[src/rtl/qssr_pkg.sv]
// ----------------------------------------------------------------------------
// qssr_pkg
// Shared types and constants for the four-channel servo slew ramp.
// ----------------------------------------------------------------------------
package qssr_pkg;

   localparam int CHANNELS   = 4;
   localparam int DUTY_BITS  = 10;
   localparam int CHANNEL_W  = 2;
   localparam int VALUE_W    = 16;
   localparam int KIND_W     = 3;
   localparam int REQ_DATA_W = ((CHANNEL_W + VALUE_W + 7) / 8) * 8;
   localparam int RSP_DATA_W = ((CHANNELS * DUTY_BITS + 7) / 8) * 8;
   localparam int SUM_W      = DUTY_BITS + 2;

   localparam logic [VALUE_W-1:0] DUTY_MAX = VALUE_W'((1 << DUTY_BITS) - 1);
   localparam logic [1:0]         DIR_STOP = 2'd2;

   typedef enum logic [KIND_W-1:0] {
      KIND_TICK      = 3'd0,
      KIND_SET_LOWER = 3'd1,
      KIND_SET_UPPER = 3'd2,
      KIND_SET_DIR   = 3'd3,
      KIND_SET_DIV   = 3'd4
   } kind_type;

   typedef logic [DUTY_BITS-1:0] duty_type;

   // decoded command shared by all channel units
   typedef struct packed {
      logic               tick;
      logic               set_lower;
      logic               set_upper;
      logic               set_dir;
      logic               set_div;
      logic [VALUE_W-1:0] value;
   } cmd_type;

endpackage

[src/rtl/quad_servo_slew_ramp.sv]
// ----------------------------------------------------------------------------
// quad_servo_slew_ramp
// Four-channel servo slew ramp: command and tick transactions in, the duty
// of every channel out, one result per transaction.
// ----------------------------------------------------------------------------
// Each request is held in the input register until it can be applied to the
// channel units, and its result is held in the result register until taken.
// Throughput: 1 transaction per cycle while rsp_tready does not hold the
// result register; the channel units update in a single pass.
// Reset: synchronous; all channel state returns to its initial values
// (direction stopped, all else zero) in the reset cycle, valid flags cleared.
// ----------------------------------------------------------------------------
module quad_servo_slew_ramp
   import qssr_pkg::*;
(
   input  logic                  clock,
   input  logic                  reset,
   input  logic                  req_tvalid,
   output logic                  req_tready,
   input  logic [REQ_DATA_W-1:0] req_tdata,  // channel[1:0], value[17:2]
   input  logic [KIND_W-1:0]     req_tuser,  // kind[2:0]
   output logic                  rsp_tvalid,
   input  logic                  rsp_tready,
   output logic [RSP_DATA_W-1:0] rsp_tdata   // duty_ch0, duty_ch1, ... 10 bits each
);

   logic                 in_valid_ff, in_valid_in;
   logic [KIND_W-1:0]    kind_ff;
   logic [CHANNEL_W-1:0] channel_ff;
   logic [VALUE_W-1:0]   value_ff;
   logic                 out_valid_ff, out_valid_in;
   logic [RSP_DATA_W-1:0] out_data_ff, out_data_in;

   logic     advance;
   cmd_type  cmd;
   duty_type duty_now  [CHANNELS];
   duty_type duty_next [CHANNELS];

   assign advance    = in_valid_ff && (!out_valid_ff || rsp_tready);
   assign req_tready = !in_valid_ff || advance;

   always_comb begin
      cmd           = '0;
      cmd.value     = value_ff;
      unique case (kind_ff)
         KIND_TICK:      cmd.tick      = 1'b1;
         KIND_SET_LOWER: cmd.set_lower = 1'b1;
         KIND_SET_UPPER: cmd.set_upper = 1'b1;
         KIND_SET_DIR:   cmd.set_dir   = 1'b1;
         KIND_SET_DIV:   cmd.set_div   = 1'b1;
         default:        cmd.value     = value_ff;
      endcase
   end

   for (genvar c = 0; c < CHANNELS; c++) begin : g_chan
      qssr_channel u_channel (
         .clock     (clock),
         .reset     (reset),
         .update    (advance),
         .selected  (32'(channel_ff) == c),
         .cmd       (cmd),
         .duty_now  (duty_now[c]),
         .duty_next (duty_next[c])
      );
   end

   always_comb begin
      out_data_in = '0;
      for (int c = 0; c < CHANNELS; c++) begin
         out_data_in[c*DUTY_BITS +: DUTY_BITS] = duty_next[c];
      end
      in_valid_in = req_tready ? req_tvalid : in_valid_ff;
      if (advance) begin
         out_valid_in = 1'b1;
      end else if (rsp_tready) begin
         out_valid_in = 1'b0;
      end else begin
         out_valid_in = out_valid_ff;
      end
   end

   always_ff @(posedge clock) begin
      if (reset) begin
         in_valid_ff  <= 1'b0;
         out_valid_ff <= 1'b0;
      end else begin
         in_valid_ff  <= in_valid_in;
         out_valid_ff <= out_valid_in;
      end
   end

   // hold the payload until the transaction moves on
   always_ff @(posedge clock) begin
      if (req_tvalid && req_tready) begin
         kind_ff    <= req_tuser;
         channel_ff <= req_tdata[CHANNEL_W-1:0];
         value_ff   <= req_tdata[CHANNEL_W +: VALUE_W];
      end
      if (advance) begin
         out_data_ff <= out_data_in;
      end
   end

   assign rsp_tvalid = out_valid_ff;
   assign rsp_tdata  = out_data_ff;

`ifndef SYNTHESIS
   a_advance_gives_result: assert property (@(posedge clock) disable iff (reset)
      advance |=> rsp_tvalid)
      else $error("applied transaction did not produce a result");

   a_blocked_not_ready: assert property (@(posedge clock) disable iff (reset)
      (in_valid_ff && !advance) |-> !req_tready)
      else $error("request accepted while input register is blocked");

   a_set_keeps_duty: assert property (@(posedge clock) disable iff (reset)
      (advance && !cmd.tick) |-> (duty_next[0] == duty_now[0]
                                  && duty_next[CHANNELS-1] == duty_now[CHANNELS-1]))
      else $error("set command changed an output duty");

   a_result_matches_state: assert property (@(posedge clock) disable iff (reset)
      advance |=> (rsp_tdata[DUTY_BITS-1:0] == duty_now[0]))
      else $error("result does not match channel duty");
`endif

endmodule

[src/rtl/qssr_channel.sv]
// ----------------------------------------------------------------------------
// qssr_channel
// State and single-pass update of one servo channel: limits, direction,
// prescaler, position and output duty.
// ----------------------------------------------------------------------------
module qssr_channel
   import qssr_pkg::*;
(
   input  logic     clock,
   input  logic     reset,
   input  logic     update,     // a transaction is applied this cycle
   input  logic     selected,   // this channel is addressed by a set command
   input  cmd_type  cmd,
   output duty_type duty_now,
   output duty_type duty_next
);

   duty_type           lower_ff, lower_in;
   duty_type           upper_ff, upper_in;
   logic [1:0]         dir_ff, dir_in;
   logic [VALUE_W-1:0] div_ff, div_in;
   logic [VALUE_W-1:0] count_ff, count_in;
   duty_type           pos_ff, pos_in;
   duty_type           duty_ff, duty_in;

   logic [VALUE_W-1:0] count_inc;
   logic [SUM_W-1:0]   step_sum;
   duty_type           step_pos;
   duty_type           sat_value;

   always_comb begin
      count_inc = count_ff + VALUE_W'(1);
      step_sum  = {2'b00, pos_ff} + SUM_W'(dir_ff) - SUM_W'(DIR_STOP);
      // lower clamp takes priority over upper when the limits cross
      if ($signed(step_sum) < $signed({2'b00, lower_ff})) begin
         step_pos = lower_ff;
      end else if ($signed(step_sum) > $signed({2'b00, upper_ff})) begin
         step_pos = upper_ff;
      end else begin
         step_pos = step_sum[DUTY_BITS-1:0];
      end
      sat_value = (cmd.value > DUTY_MAX) ? DUTY_MAX[DUTY_BITS-1:0]
                                         : cmd.value[DUTY_BITS-1:0];
   end

   always_comb begin
      lower_in = lower_ff;
      upper_in = upper_ff;
      dir_in   = dir_ff;
      div_in   = div_ff;
      count_in = count_ff;
      pos_in   = pos_ff;
      duty_in  = duty_ff;
      if (update && cmd.tick) begin
         if (count_inc < div_ff) begin
            count_in = count_inc;
         end else begin
            count_in = '0;
            if (dir_ff == DIR_STOP) begin
               duty_in = '0;
            end else begin
               pos_in  = step_pos;
               duty_in = step_pos;
            end
         end
      end else if (update && selected) begin
         if (cmd.set_lower) begin
            lower_in = sat_value;
            if (pos_ff < sat_value) begin
               pos_in = sat_value;
            end
         end
         if (cmd.set_upper) begin
            upper_in = sat_value;
            if (pos_ff > sat_value) begin
               pos_in = sat_value;
            end
         end
         if (cmd.set_dir) begin
            dir_in = cmd.value[1:0];
         end
         if (cmd.set_div) begin
            div_in = cmd.value;
         end
      end
   end

   always_ff @(posedge clock) begin
      if (reset) begin
         lower_ff <= '0;
         upper_ff <= '0;
         dir_ff   <= DIR_STOP;
         div_ff   <= '0;
         count_ff <= '0;
         pos_ff   <= '0;
         duty_ff  <= '0;
      end else begin
         lower_ff <= lower_in;
         upper_ff <= upper_in;
         dir_ff   <= dir_in;
         div_ff   <= div_in;
         count_ff <= count_in;
         pos_ff   <= pos_in;
         duty_ff  <= duty_in;
      end
   end

   assign duty_now  = duty_ff;
   assign duty_next = duty_in;

endmodule
[config.mk]
export PLATFORM = sky130hd
export DESIGN_NAME = quad_servo_slew_ramp
export DESIGN_NICKNAME = d
export VERILOG_FILES = /design/src/rtl/qssr_pkg.sv /design/src/rtl/quad_servo_slew_ramp.sv /design/src/rtl/qssr_channel.sv
export SDC_FILE = /design/constraint.sdc
export NUM_CORES = 1
export LEC_CHECK = 0
export BUFFER_PORTS_ARGS = -buffer_cell sky130_fd_sc_hd__buf_2
export CAP_MARGIN = 30
export CELL_PAD_IN_SITES_DETAIL_PLACEMENT = 1
export CELL_PAD_IN_SITES_GLOBAL_PLACEMENT = 1
export CORE_MARGIN = 1.5
export CORE_UTILIZATION = 52
export DETAILED_ROUTE_END_ITERATION = 12
export MAX_ROUTING_LAYER = met4
export PLACE_DENSITY = 0.84
export SYNTH_ARGS = -nofsm -noshare
export SYNTH_HDL_FRONTEND = slang
export SYNTH_SLANG_ARGS = --single-unit
[constraint.sdc]
create_clock -name clock -period 8 [get_ports clock]
set_input_delay 0.8 -clock clock [delete_from_list [all_inputs] [get_ports clock]]
set_output_delay 0.8 -clock clock [all_outputs]
set_load 0.01 [all_outputs]
* Yosys cells after proc, flatten, opt, wreduce, memory -nomap -nowiden
Index checks and enable logic that the tools add are counted.
** Word-level totals
- Input bits :: 31
- Register bits :: 359
** Cells by class
- Bitwise gates (word level) :: 1
- Multiplexer cells :: 64
- Reduce and logical (&&, ||, !) cells :: 38
- Magnitude comparators :: 21
- Equal/unequal tests :: 19
- $add $sub $neg :: 12
** Operators by type and width (count)
- $mux 10 :: 53
- $add 16x1->16 const B :: 4
- $lt 16x16->1 :: 4
- $mux 16 :: 4
- $reduce_and 3->1 :: 20
- $gt 12x11->1 :: 4
- $lt 12x11->1 :: 4
- $sub 12x2->12 const B :: 4
- $add 10x2->11 :: 4
- $gt 10x10->1 :: 4
- $lt 10x10->1 :: 4
- $gt 16x10->1 const B :: 1
- $ne 2x2->1 const B :: 8
- $eq 2x2->1 const B :: 6
- $reduce_bool 2->1 :: 5
- $logic_and 1x1->1 :: 7
- $mux 1 :: 7
- $eq 3x2->1 const B :: 2
- $eq 3x1->1 const B :: 1
- $eq 3x3->1 const B :: 1
- $logic_not 3->1 :: 1
- $eq 2x1->1 const B :: 1
- $logic_not 1->1 :: 2
- $logic_not 2->1 :: 1
- other kinds (2) :: 3

* Longest topological paths before layout
Gate-level depths: netlist of run 1.
- Word-level depth :: 9
- Depth in mapped cells :: 22
- Depth with buffers taken out :: 21

* Modules after synthesis
From an unflattened synthesis of run 1, not the netlist that was laid out.
** Second synthesis, totals
- Cells, all modules :: 2686
- Area total of the unflattened synthesis :: 22356.4 um^2
** By module, submodules not included
- qssr_channel at g_chan[0].u_channel ... :: sequential area each 1481.4 um^2, cells each 645, area each 5103.6 um^2, times used 2
- qssr_channel at g_chan[3].u_channel :: sequential area each 1481.4 um^2, cells each 676, area each 5099.9 um^2, times used 1
- qssr_channel at g_chan[1].u_channel :: sequential area each 1481.4 um^2, cells each 640, area each 5054.8 um^2, times used 1
- quad_servo_slew_ramp :: sequential area each 1871.8 um^2, cells each 80, area each 1994.4 um^2, times used 1

* Worst setup path after synthesis of run 1
Ideal clock, no wire load.
- Kind :: flip-flop to flip-flop
- From :: register g_chan[0].u_channel.pos_ff[0]
- To :: register out_data_ff[8], in the netlist rsp_tdata[8] (data pin)
- Cell stages (with the launch flop) :: 22
- Data arrival time :: 4.334 ns
- Clock period less this slack :: 4.596 ns
- Setup slack :: 3.404 ns
- Buffers on the path :: 2
- Cells stage by stage :: dfxtp_1 > ha_1 > inv_1 > fa_1 > and4b_1 > a21oi_1 > o32ai_1 > and3_1 > clkbuf_1 > mux2_2 > a32oi_1 > xnor2_1 > ha_1 > nand2_1 > or2_2 > a31oi_1 > nor2_1 > o22ai_1 > buf_2 > mux2_2 > o21ai_0 > nand2_1
** RTL lines
- start: declaration :: line qssr_channel.sv:23 : duty_type pos_ff, pos_in;
- start signal: assignment :: line qssr_channel.sv:103 : pos_ff <= pos_in;
- end signal: assignment :: line quad_servo_slew_ramp.sv:100 : out_data_ff <= out_data_in;
- end: declaration :: line quad_servo_slew_ramp.sv:32 : logic [RSP_DATA_W-1:0] out_data_ff, out_data_in;

==> run_results.csv, run 1 <==
group,metric,value,unit
outcome,status,"complete, no violations",
worst_setup_path,cp-startpoint,"g_chan[0].u_channel.pos_ff[0]",
cells_and_area,nets,2790,
power,combPwrFrac,0.095,
clock_tree,cts_tree,"done",
clock_tree,cts-buffers-inserted,41,
sta,post-route-min-period,5.55,ns
sta,timing.hold.ws,0.397,ns
power,peakVddDrop,0.000200,V
placed_design,globalplace.congestion,0.919,
cells_and_area,antennaDiodeCount,0,
routing,num_vias,19372,
worst_hold_path,hold_class,"input port to flop",
cells_and_area,multiInputGateArea,12500,sq um
clock_tree,h-tree-depth,2,
sta,setup-violations-final,0,
floorplanning,chipWidth,207,um
synth,synth_flop_cell,"dfxtp_1",
floorplanning,die-area,42700,sq um
worst_hold_path,worstHoldStart,"req_tdata[15]",
worst_setup_path,crit_path_end,"rsp_tdata[8]",
worst_setup_path,r2r_start,"g_chan[0].u_channel.pos_ff[0]",
cells_and_area,layout_commonest_cell,"nand2_1",
worst_setup_path,critPathMaxFanout,7,
floorplanning,core_area,40800,sq um
clock_tree,hold_buffers,0,
clock_tree,root_buffer,"clkbuf_16",
synth,synth_edf_count,61,
routing,post_drt_via_cell_ratio,6.19,
clock_tree,cts_resized,0,
floorplanning,ios,73,
sta,slew_violations,0,
synth,yosysWarnings,0,
power,sw_frac_of_total,0.255,
clock_tree,post_cts_buffers,0,
power,p_int,3230,uW
routing,drtPass1Iterations,5,
routing,drc_errors,0,
cells_and_area,seq_area,7800,sq um
sta,max_slew.worst_pin.slew,0.997,ns
sta,fmax,180,MHz
power,power.density,183,nW/um^2
routing,post_drt_wl_per_cell,22.0,um
worst_setup_path,rr_endpoint,"rsp_tdata[8]",
floorplanning,start_util,0.528,
power,switchingPower,1110,uW
sta,max_slew_margin,0.333,
sta,rsz0062_at_grt,"false",
worst_setup_path,cp.required,8.31,ns
power,clock_power_share,0.471,
cells_and_area,drive_gt1_frac,0.0951,
flow_run,cap_viol_max_count,0,
sta,tns,0,ns
worst_setup_path,path_class,"flop to flop",
worst_setup_path,r2r_slack,2.45,ns
synth,synth_top_area_cell,"dfxtp_1",
synth,seq_area_frac_synth,0.362,
synth,netlist_area,21600,sq um
synth,synthArstFlopShare,0,
grt,grt_max_degree,94,
synth,synth_top_area_share,0.277,
cells_and_area,final_cell_mix,"nand2_1, dfxtp_1, a21oi_1",
worst_setup_path,critPathLaunchType,"flop",
cells_and_area,nFillCells,4804,
cells_and_area,syn2layout_area_growth,10.1,%
synth,synthCells,2554,
clock_tree,clkLatencyLatePin,0.57,ns
worst_setup_path,arrival,5.86,ns
synth,synth-seq-cells,359,
grt,antenna_found_initial,0,
placed_design,io_buffers,66,
routing,drtAntennaViolNets,0,
grt,grt_pass1_wl,108000,um
routing,drt-total-wl,68800,um
sta,hold_viol,0,
grt,grt_overflow,0,
synth,synth.distinct_cells,97,
sta,fin_crit_sh,0.694,
routing,drt_iter0_drc,1227,
floorplanning,die_height,207,um
grt,grt_pass1_vias,20347,
worst_setup_path,cp-end-kind,"flop",
power,seq_power_share,0.434,
sta,skew,0.0119,ns
clock_tree,clk_pin_slew_worst_paths,0.06,ns
grt,grt_util_all_layers,0.331,
clock_tree,cts.sinks,359,
clock_tree,max-clock-path-buffers,3,
worst_setup_path,r2r_cells,20,
floorplanning,rows,74,
synth,synth_area_per_cell,8.44,sq um
power,power.static_leakage,0.00953,uW
synth,synth_area_leaders,"dfxtp_1, ha_1, edfxtp_1, nand2_1, a21oi_1",
placed_design,dpl.hpwl,47600,um
synth,syn_nets,2781,
==> worst max-delay path, stage by stage (launching register included) <==
cell and delay, ns:
dfxtp_1 0.35, ha_1 0.18, inv_1 0.06, fa_1 0.44, and4b_1 0.33, a21oi_1 0.06
o32ai_1 0.14, and3_1 0.35, mux2_2 0.37, a32oi_1 0.22, xnor2_1 0.14, ha_1 0.30
nand2_1 0.08, or2_2 0.30, a31oi_1 0.22, nor2_1 0.08, o22ai_1 0.55, buf_4 0.29
mux2_2 0.37, o21ai_0 0.36, nand2_1 0.09
==> through the flow <==
stage          setup slack [ns]  power (uW)  std cells   util  area, sq um
2_1_floorplan              3.40        2200       2554      -        21600
3_3_place_gp               2.56        2300       3045  0.543        22200
3_5_place_dp               2.42        2320       3049  0.545        22200
4_1_cts                    2.44        4360       3125  0.580        23700
5_1_grt                    2.17        4460       3128  0.581        23700
6_report                   2.45        4340       3128  0.581        23700
==> power groups by stage <==
stage	logic [uW]	clock network [uW]	registers (uW)
finish	411	2040	1890
CTS	405	2070	1890
global placement	375	0	1920
detailed placement	397	0	1920
floorplan	293	0	1910
global route	441	2130	1890
==> layer usage <==
metal	track usage	part of all wire	vias to the layer above
met5	-	0	-
met4	0.141	0.041	0
met3	0.0375	0.043	178
met2	0.578	0.50	485
met1	0.385	0.41	9580
li1	-	-	9129
==> area by class of cell <==
cell class / instances / share of cell area
Clock inverter: 23 / 0.0120
Multi-Input combinational cell: 1875 / 0.527
Clock buffer: 53 / 0.0487
Tap cell: 532 / 0.0281
Inverter: 189 / 0.0299
Sequential cell: 359 / 0.329
Timing Repair Buffer: 97 / 0.0259
==> kinds of logic after synthesis <==
group / synth area share
simple gates: 0.184
flops: 0.362
mux: 0.0307
fa+ha+maj: 0.115
compound gates: 0.207
buf+inv: 0.0586
xor+xnor: 0.0422
==> how the worst min path moves through the flow <==
stage          cells after the start                               to  slack (ns)
2_1_floorplan                      2  g_chan[3].u_channel.duty_now[2]        0.42
3_3_place_gp                       2  g_chan[3].u_channel.duty_now[2]        0.44
3_5_place_dp                       2  g_chan[3].u_channel.duty_now[2]        0.44
4_1_cts                            1                     value_ff[13]        0.38
5_1_grt                            1                     value_ff[13]        0.39
6_report                           1                     value_ff[13]        0.40
==> registers in the layout, summed over array words and instances, names as in the netlist <==
name,cells
g_chan.u_channel.duty_now,40
g_chan.u_channel.count_ff,64
g_chan.u_channel.upper_ff,40
g_chan.u_channel.div_ff,64
channel_ff,2
rsp_tdata,40
value_ff,16
g_chan.u_channel.dir_ff,8
rsp_tvalid,1
g_chan.u_channel.lower_ff,40
g_chan.u_channel.pos_ff,40
in_valid_ff,1
kind_ff,3
==> Yosys cell counts, drive strengths merged (32+ instances only) <==
cell and n:
nor2 206, xnor2 52, dfxtp 298, inv 188
nand3b 38, nand2 308, a211oi 106, ha 192
a21oi 218, a21o 43, nand2b 32, mux2i 39
xor2 51, nand3 46, and3 48, edfxtp 61
o21ai 113, clkbuf 108
Note: power is estimated with default switching activity, not from simulation.
==> run 2: changes to the inputs <==
Settings changed: CORE_UTILIZATION 52 to 48, PLACE_DENSITY 0.84 to 0.78.
Clock period 8 ns to 5.4 ns, I/O delays scaled along.
==> run_results.csv, run 2 (synthesis gave the netlist of run 1 again) <==
group,metric,value,unit
cells_and_area,nets,2812,
grt,grt_pass1_wl,108000,um
clock_tree,clkLatencyLatePin,0.59,ns
outcome,status,"complete, no violations",
floorplanning,start_util,0.487,
sta,setup-violations-final,0,
floorplanning,ios,73,
clock_tree,post_cts_buffers,0,
floorplanning,die_height,215,um
cells_and_area,antennaDiodeCount,0,
grt,grt_pass1_vias,20241,
sta,max_slew_margin,0.329,
clock_tree,cts-buffers-inserted,43,
sta,hold_viol,0,
routing,post_drt_wl_per_cell,21.0,um
worst_setup_path,cp-end-kind,"flop",
routing,drtAntennaViolNets,0,
sta,slew_violations,0,
worst_setup_path,r2r_cells,19,
cells_and_area,multiInputGateArea,12500,sq um
worst_setup_path,path_class,"flop to flop",
routing,drc_errors,0,
floorplanning,rows,77,
clock_tree,root_buffer,"clkbuf_16",
worst_hold_path,hold_class,"input port to flop",
cells_and_area,seq_area,7800,sq um
clock_tree,clk_pin_slew_worst_paths,0.06,ns
cells_and_area,largestRegisters,"g_chan.u_channel.count_ff (64), g_chan.u_channel.div_ff (64)",
sta,skew,0.0257,ns
sta,rsz0062_at_grt,"false",
power,power.static_leakage,0.00960,uW
clock_tree,max-clock-path-buffers,3,
floorplanning,chipWidth,215,um
worst_setup_path,max_stage_delay,0.40,ns
power,power.density,268,nW/um^2
sta,post-route-min-period,5.15,ns
grt,grt_util_all_layers,0.299,
placed_design,dpl.hpwl,47500,um
floorplanning,die-area,46200,sq um
worst_hold_path,whs_path_depth,1,
worst_setup_path,critPathLaunchType,"flop",
flow_run,cap_viol_max_count,0,
sta,tns,0,ns
clock_tree,cts_tree,"done",
grt,grt_max_degree,91,
clock_tree,h-tree-depth,2,
worst_setup_path,cp_slowest_cell,"a211oi_2",
cells_and_area,utilization,0.541,
sta,finalWorstSetupSlack,0.254,ns
cells_and_area,drive_gt1_frac,0.100,
routing,post_drt_via_cell_ratio,5.97,
routing,num_vias,19171,
cells_and_area,final_cell_mix,"nand2_1, dfxtp_1, a21oi_1",
clock_tree,cts.sinks,359,
placed_design,globalplace.congestion,0.918,
cells_and_area,layout_commonest_cell,"nand2_1",
routing,drtPass1Iterations,5,
worst_setup_path,arrival,5.47,ns
grt,grt_overflow,0,
placed_design,place_area,22400,sq um
cells_and_area,nFillCells,5270,
worst_setup_path,path_cells,"ha_1 -> inv_1 -> fa_2 -> or3b_1 -> a211oi_2 -> o2111a_1 -> nand2_1 -> nor2_1 -> o221ai_1 -> ha_1 -> nand2_1 -> nor3_1 -> o21ai_0 -> o21ba_1 -> o211ai_2 -> a31oi_4 -> mux2_4 -> a211o_1 -> a32o_1",
floorplanning,core_area,44200,sq um
power,peakVddDrop,0.000278,V
cells_and_area,postLayoutCellArea,23900,sq um
placed_design,io_buffers,66,
routing,drt-total-wl,67500,um
cells_and_area,syn2layout_area_growth,10.9,%
placed_design,place_ws,0.247,ns
sta,fin_crit_sh,0.953,
sta,fmax,194,MHz
worst_setup_path,cp.required,5.72,ns
grt,antenna_found_initial,0,
sta,max_slew.worst_pin.slew,1.00,ns
power,power,6410,uW
routing,drt_iter0_drc,984,
worst_setup_path,critPathMaxFanout,10,
-- run 2: changes by cell type in the layout (fill, tap and decap cells not counted), sizes merged --
cell | previous run | this run
inv | 191 | 189
clkinvlp | 3 | 1
buf | 96 | 116
clkbuf | 54 | 61
-- run 2: metal layers --
metal / track usage / up-vias / share of wire
met1: 0.351 / 9467 / 0.43
met3: 0.0348 / 174 / 0.039
li1: - / 9144 / -
met2: 0.512 / 386 / 0.49
met4: 0.138 / 0 / 0.043
met5: - / - / 0
-- run 2: what timing repair did --
action,CTS,global route
endpoints found under the setup margin,0,7
resized for setup,0,3
hold buffers,0,0
-- run 2: area by class of cell --
type	count	area share
Multi-Input combinational cell	1875	0.523
Clock inverter	19	0.0114
Timing Repair Buffer	117	0.0307
Sequential cell	359	0.326
Inverter	189	0.0297
Tap cell	592	0.0310
Clock buffer	60	0.0481
-- run 2: power breakdown --
group | switching, uW | internal (uW)
Clock | 1210 | 1780
Combinational | 375 | 243
Sequential | 45.0 | 2750
-- run 2: worst max-delay path: cells and delay by family, from the launching register on --
family / cells / cell delay, ns
AOI/OAI and AO/OA: 9 / 2.12
adders and majority gates: 3 / 0.95
buffers and inverters: 1 / 0.08
DFF: 1 / 0.34
muxes: 1 / 0.39
and+or+nand+nor: 5 / 1.02
-- run 2: worst paths after layout --
path	startpoint	end	slack, ns
min reg2reg	g_chan[1].u_channel.div_ff[13]	g_chan[1].u_channel.div_ff[13]	0.45
min	req_tdata[15]	value_ff[13]	0.13
max reg2reg	g_chan[3].u_channel.pos_ff[0]	rsp_tdata[35]	0.25
max	g_chan[3].u_channel.pos_ff[0]	rsp_tdata[35]	0.25
-- run 2: metrics by stage --
step,cells,hold slack [ns]
after floorplan,2554,0.425
after global placement,3129,0.435
after detailed placement,3129,0.448
after CTS,3208,0.100
after global routing,3211,0.117
final,3211,0.128
==> run 3: changes to the inputs <==
Settings changed: SYNTH_HIERARCHICAL set to 1.
==> run_results.csv, run 3 <==
group,metric,value,unit
outcome,status,"complete, no violations",
clock_tree,clk_pin_slew_worst_paths,0.07,ns
sta,skew,0.0312,ns
power,switchingPower,2530,uW
grt,grt_overflow,0,
synth,synthArstFlopShare,0,
worst_setup_path,arrival,5.56,ns
grt,antenna_found_initial,0,
routing,wl_met1,32600,um
grt,grt_util_all_layers,0.306,
synth,synth_top_area_share,0.267,
routing,wl_met3,3540,um
sta,fin_crit_sh,0.943,
cells_and_area,layout_commonest_cell,"nand2_1",
clock_tree,cts_resized,0,
routing,post_drt_wl_per_cell,21.4,um
grt,grt_pass1_wl,113000,um
sta,max_slew.worst_pin.slew,1.00,ns
placed_design,dp.cells,3261,
clock_tree,cts.sinks,359,
synth,seq_area_frac_synth,0.349,
sta,hold_viol,0,
cells_and_area,drive_gt1_frac,0.0807,
cells_and_area,final_cell_mix,"nand2_1, dfxtp_1, nor2_1",
clock_tree,max-clock-path-buffers,3,
power,power,7630,uW
clock_tree,cts-buffers-inserted,42,
placed_design,globalplace.congestion,0.898,
synth,yosys.cell_count.top_type,"nand2_1",
cells_and_area,largestRegisters,"g_chan.u_channel/count_ff (64), g_chan.u_channel/div_ff (64)",
power,power.density,310,nW/um^2
routing,drt-total-wl,71600,um
floorplanning,rows,78,
routing,drc_errors,0,
worst_hold_path,worstHoldStart,"req_tdata[16]",
synth,syn_nets,2949,
floorplanning,ios,73,
worst_setup_path,path_class,"flop to flop",
power,sw_frac_of_total,0.331,
power,peakVddDrop,0.000282,V
worst_setup_path,critPathLaunchType,"flop",
sta,slew_violations,0,
cells_and_area,nets,2969,
power,combPwrFrac,0.247,
sta,timing.hold.ws,0.129,ns
placed_design,dpl.hpwl,50800,um
sta,setup-violations-final,0,
synth,synth_flop_cell,"dfxtp_1",
cells_and_area,fin_cells,3340,
floorplanning,die-area,47900,sq um
grt,grt_pass1_vias,20607,
grt,grt_max_degree,112,
worst_hold_path,hold_class,"input port to flop",
power,seq_power_share,0.372,
synth,synth-seq-cells,359,
routing,drtAntennaViolNets,0,
worst_setup_path,critPathMaxFanout,8,
worst_setup_path,cp-end-kind,"flop",
power,p_int,5100,uW
cells_and_area,multiInputGateArea,13200,sq um
placed_design,io_buffers,66,
routing,drt_iter0_drc,1234,
clock_tree,post_cts_buffers,0,
worst_setup_path,r2r_cells,18,
clock_tree,h-tree-depth,2,
synth,synthCells,2686,
routing,highest_layer,"met4",
synth,synth.distinct_cells,96,
clock_tree,clkLatencyLatePin,0.59,ns
clock_tree,hold_buffers,0,
floorplanning,chipWidth,219,um
synth,synth_top_area_cell,"dfxtp_1",
synth,synth_edf_count,61,
sta,max_slew_margin,0.332,
floorplanning,start_util,0.489,
routing,drtPass1Iterations,5,
clock_tree,root_buffer,"clkbuf_16",
power,power.static_leakage,0.00955,uW
worst_setup_path,r2r_start,"g_chan[1].u_channel/dir_ff[1]",
worst_hold_path,whs_path_depth,1,
synth,synth_area_leaders,"dfxtp_1, ha_1, edfxtp_1, nand2_1, a21oi_1",
synth,ys_top_cells_by_count,"nand2_1, dfxtp_1, nor2_1",
worst_setup_path,r2r_slack,0.31,ns
floorplanning,core_area,45700,sq um
synth,yosysWarnings,6,
power,clock_power_share,0.382,
floorplanning,die_height,219,um
clock_tree,cts_tree,"done",
cells_and_area,syn2layout_area_growth,9.89,%
sta,post-route-min-period,5.09,ns
cells_and_area,nFillCells,5491,
sta,tns,0,ns
sta,fmax,196,MHz
worst_setup_path,rr_endpoint,"g_chan[1].u_channel/pos_ff[7]",
cells_and_area,antennaDiodeCount,0,
routing,route.met2.wl,33800,um
worst_setup_path,cp.required,5.86,ns
routing,num_vias,20209,
cells_and_area,seq_area,7800,sq um
flow_run,cap_viol_max_count,0,
synth,synth_area_per_cell,8.32,sq um
synth,netlist_area,22400,sq um
sta,rsz0062_at_grt,"false",
routing,post_drt_via_cell_ratio,6.05,
worst_hold_path,hold-path-endpoint,"value_ff[14]",
-- run 3: cell count changes after synthesis, sizes merged, moves of 24 or more --
cell,previous run,this run
nand3,46,75
nor2,206,242
inv,188,229
ha,192,228
a21oi,218,194
nand2,308,335
-- run 3: worst max-delay path, stage by stage, from the launching register on --
cell and delay, ns:
dfxtp_1 0.36, inv_1 0.07, ha_1 0.27, inv_1 0.04, ha_1 0.23, fa_1 0.41
a21oi_1 0.20, o21ai_0 0.18, a311oi_1 0.61, xnor2_1 0.19, ha_1 0.34, a21oi_1 0.17
nand2_1 0.09, or3_1 0.37, nand3_1 0.20, a21o_1 0.47, mux2i_1 0.33, a2bb2oi_1 0.32
a31oi_1 0.13
-- run 3: per-stage QoR --
step | instance area [sq um] | utilization | worst slack (ns)
5_1_grt | 24600 | 0.538 | 0.0639
4_1_cts | 24500 | 0.537 | 0.385
3_5_place_dp | 23200 | 0.507 | 0.451
6_report | 24600 | 0.538 | 0.309
3_3_place_gp | 23200 | 0.507 | 0.512
2_1_floorplan | 22400 | - | 1.11
-- run 3: area by class of cell --
cell class | count | share of cell area
multi-input cells | 1977 | 0.537
well taps | 600 | 0.0306
repair buffers | 97 | 0.0239
clock inverters | 23 | 0.0101
clock buffers | 55 | 0.0460
flip-flops and latches | 359 | 0.317
inverters | 229 | 0.0350
-- run 3: power groups by stage --
stage	Sequential, uW	Combinational, uW	Clock [uW]
after global routing	2840	2050	3070
after global placement	2890	1780	0
final	2830	1880	2910
after CTS	2830	1860	2960
after floorplan	2860	1350	0
after detailed placement	2890	1840	0
-- run 3: cells by family (layout without fill, tap and decap cells) --
family                   after synthesis  count (layout)  share of synthesized area
AND/OR/NAND/NOR                      886             886                      0.184
AO/OA/AOI/OAI                        743             743                      0.227
adder cells (fa/ha/maj)              232             232                      0.131
XOR/XNOR                              83              83                     0.0325
flip-flops                           359             359                      0.349
buffers and inverters                350             404                     0.0616
multiplexers                          33              33                     0.0153
-- run 3: worst max path at each step --
stage | from | to | slack, ns | cells past startpoint
3_3_place_gp | g_chan[1].u_channel/dir_ff[1] | g_chan[1].u_channel/pos_ff[6] | 0.51 | 18
5_1_grt | g_chan[0].u_channel/pos_ff[1] | rsp_tdata[4] | 0.06 | 18
6_report | g_chan[1].u_channel/dir_ff[1] | g_chan[1].u_channel/pos_ff[7] | 0.31 | 18
3_5_place_dp | g_chan[1].u_channel/pos_ff[1] | g_chan[1].u_channel/pos_ff[4] | 0.45 | 18
4_1_cts | g_chan[1].u_channel/dir_ff[1] | g_chan[1].u_channel/pos_ff[7] | 0.39 | 18
2_1_floorplan | g_chan[0].u_channel/pos_ff[1] | rsp_tdata[0] | 1.11 | 20
-- run 3: layer usage --
layer | track usage | vias to the layer above
met1 | 0.397 | 10010
met3 | 0.0434 | 94
li1 | - | 9662
met5 | - | -
met2 | 0.500 | 443
met4 | 0.0833 | 0
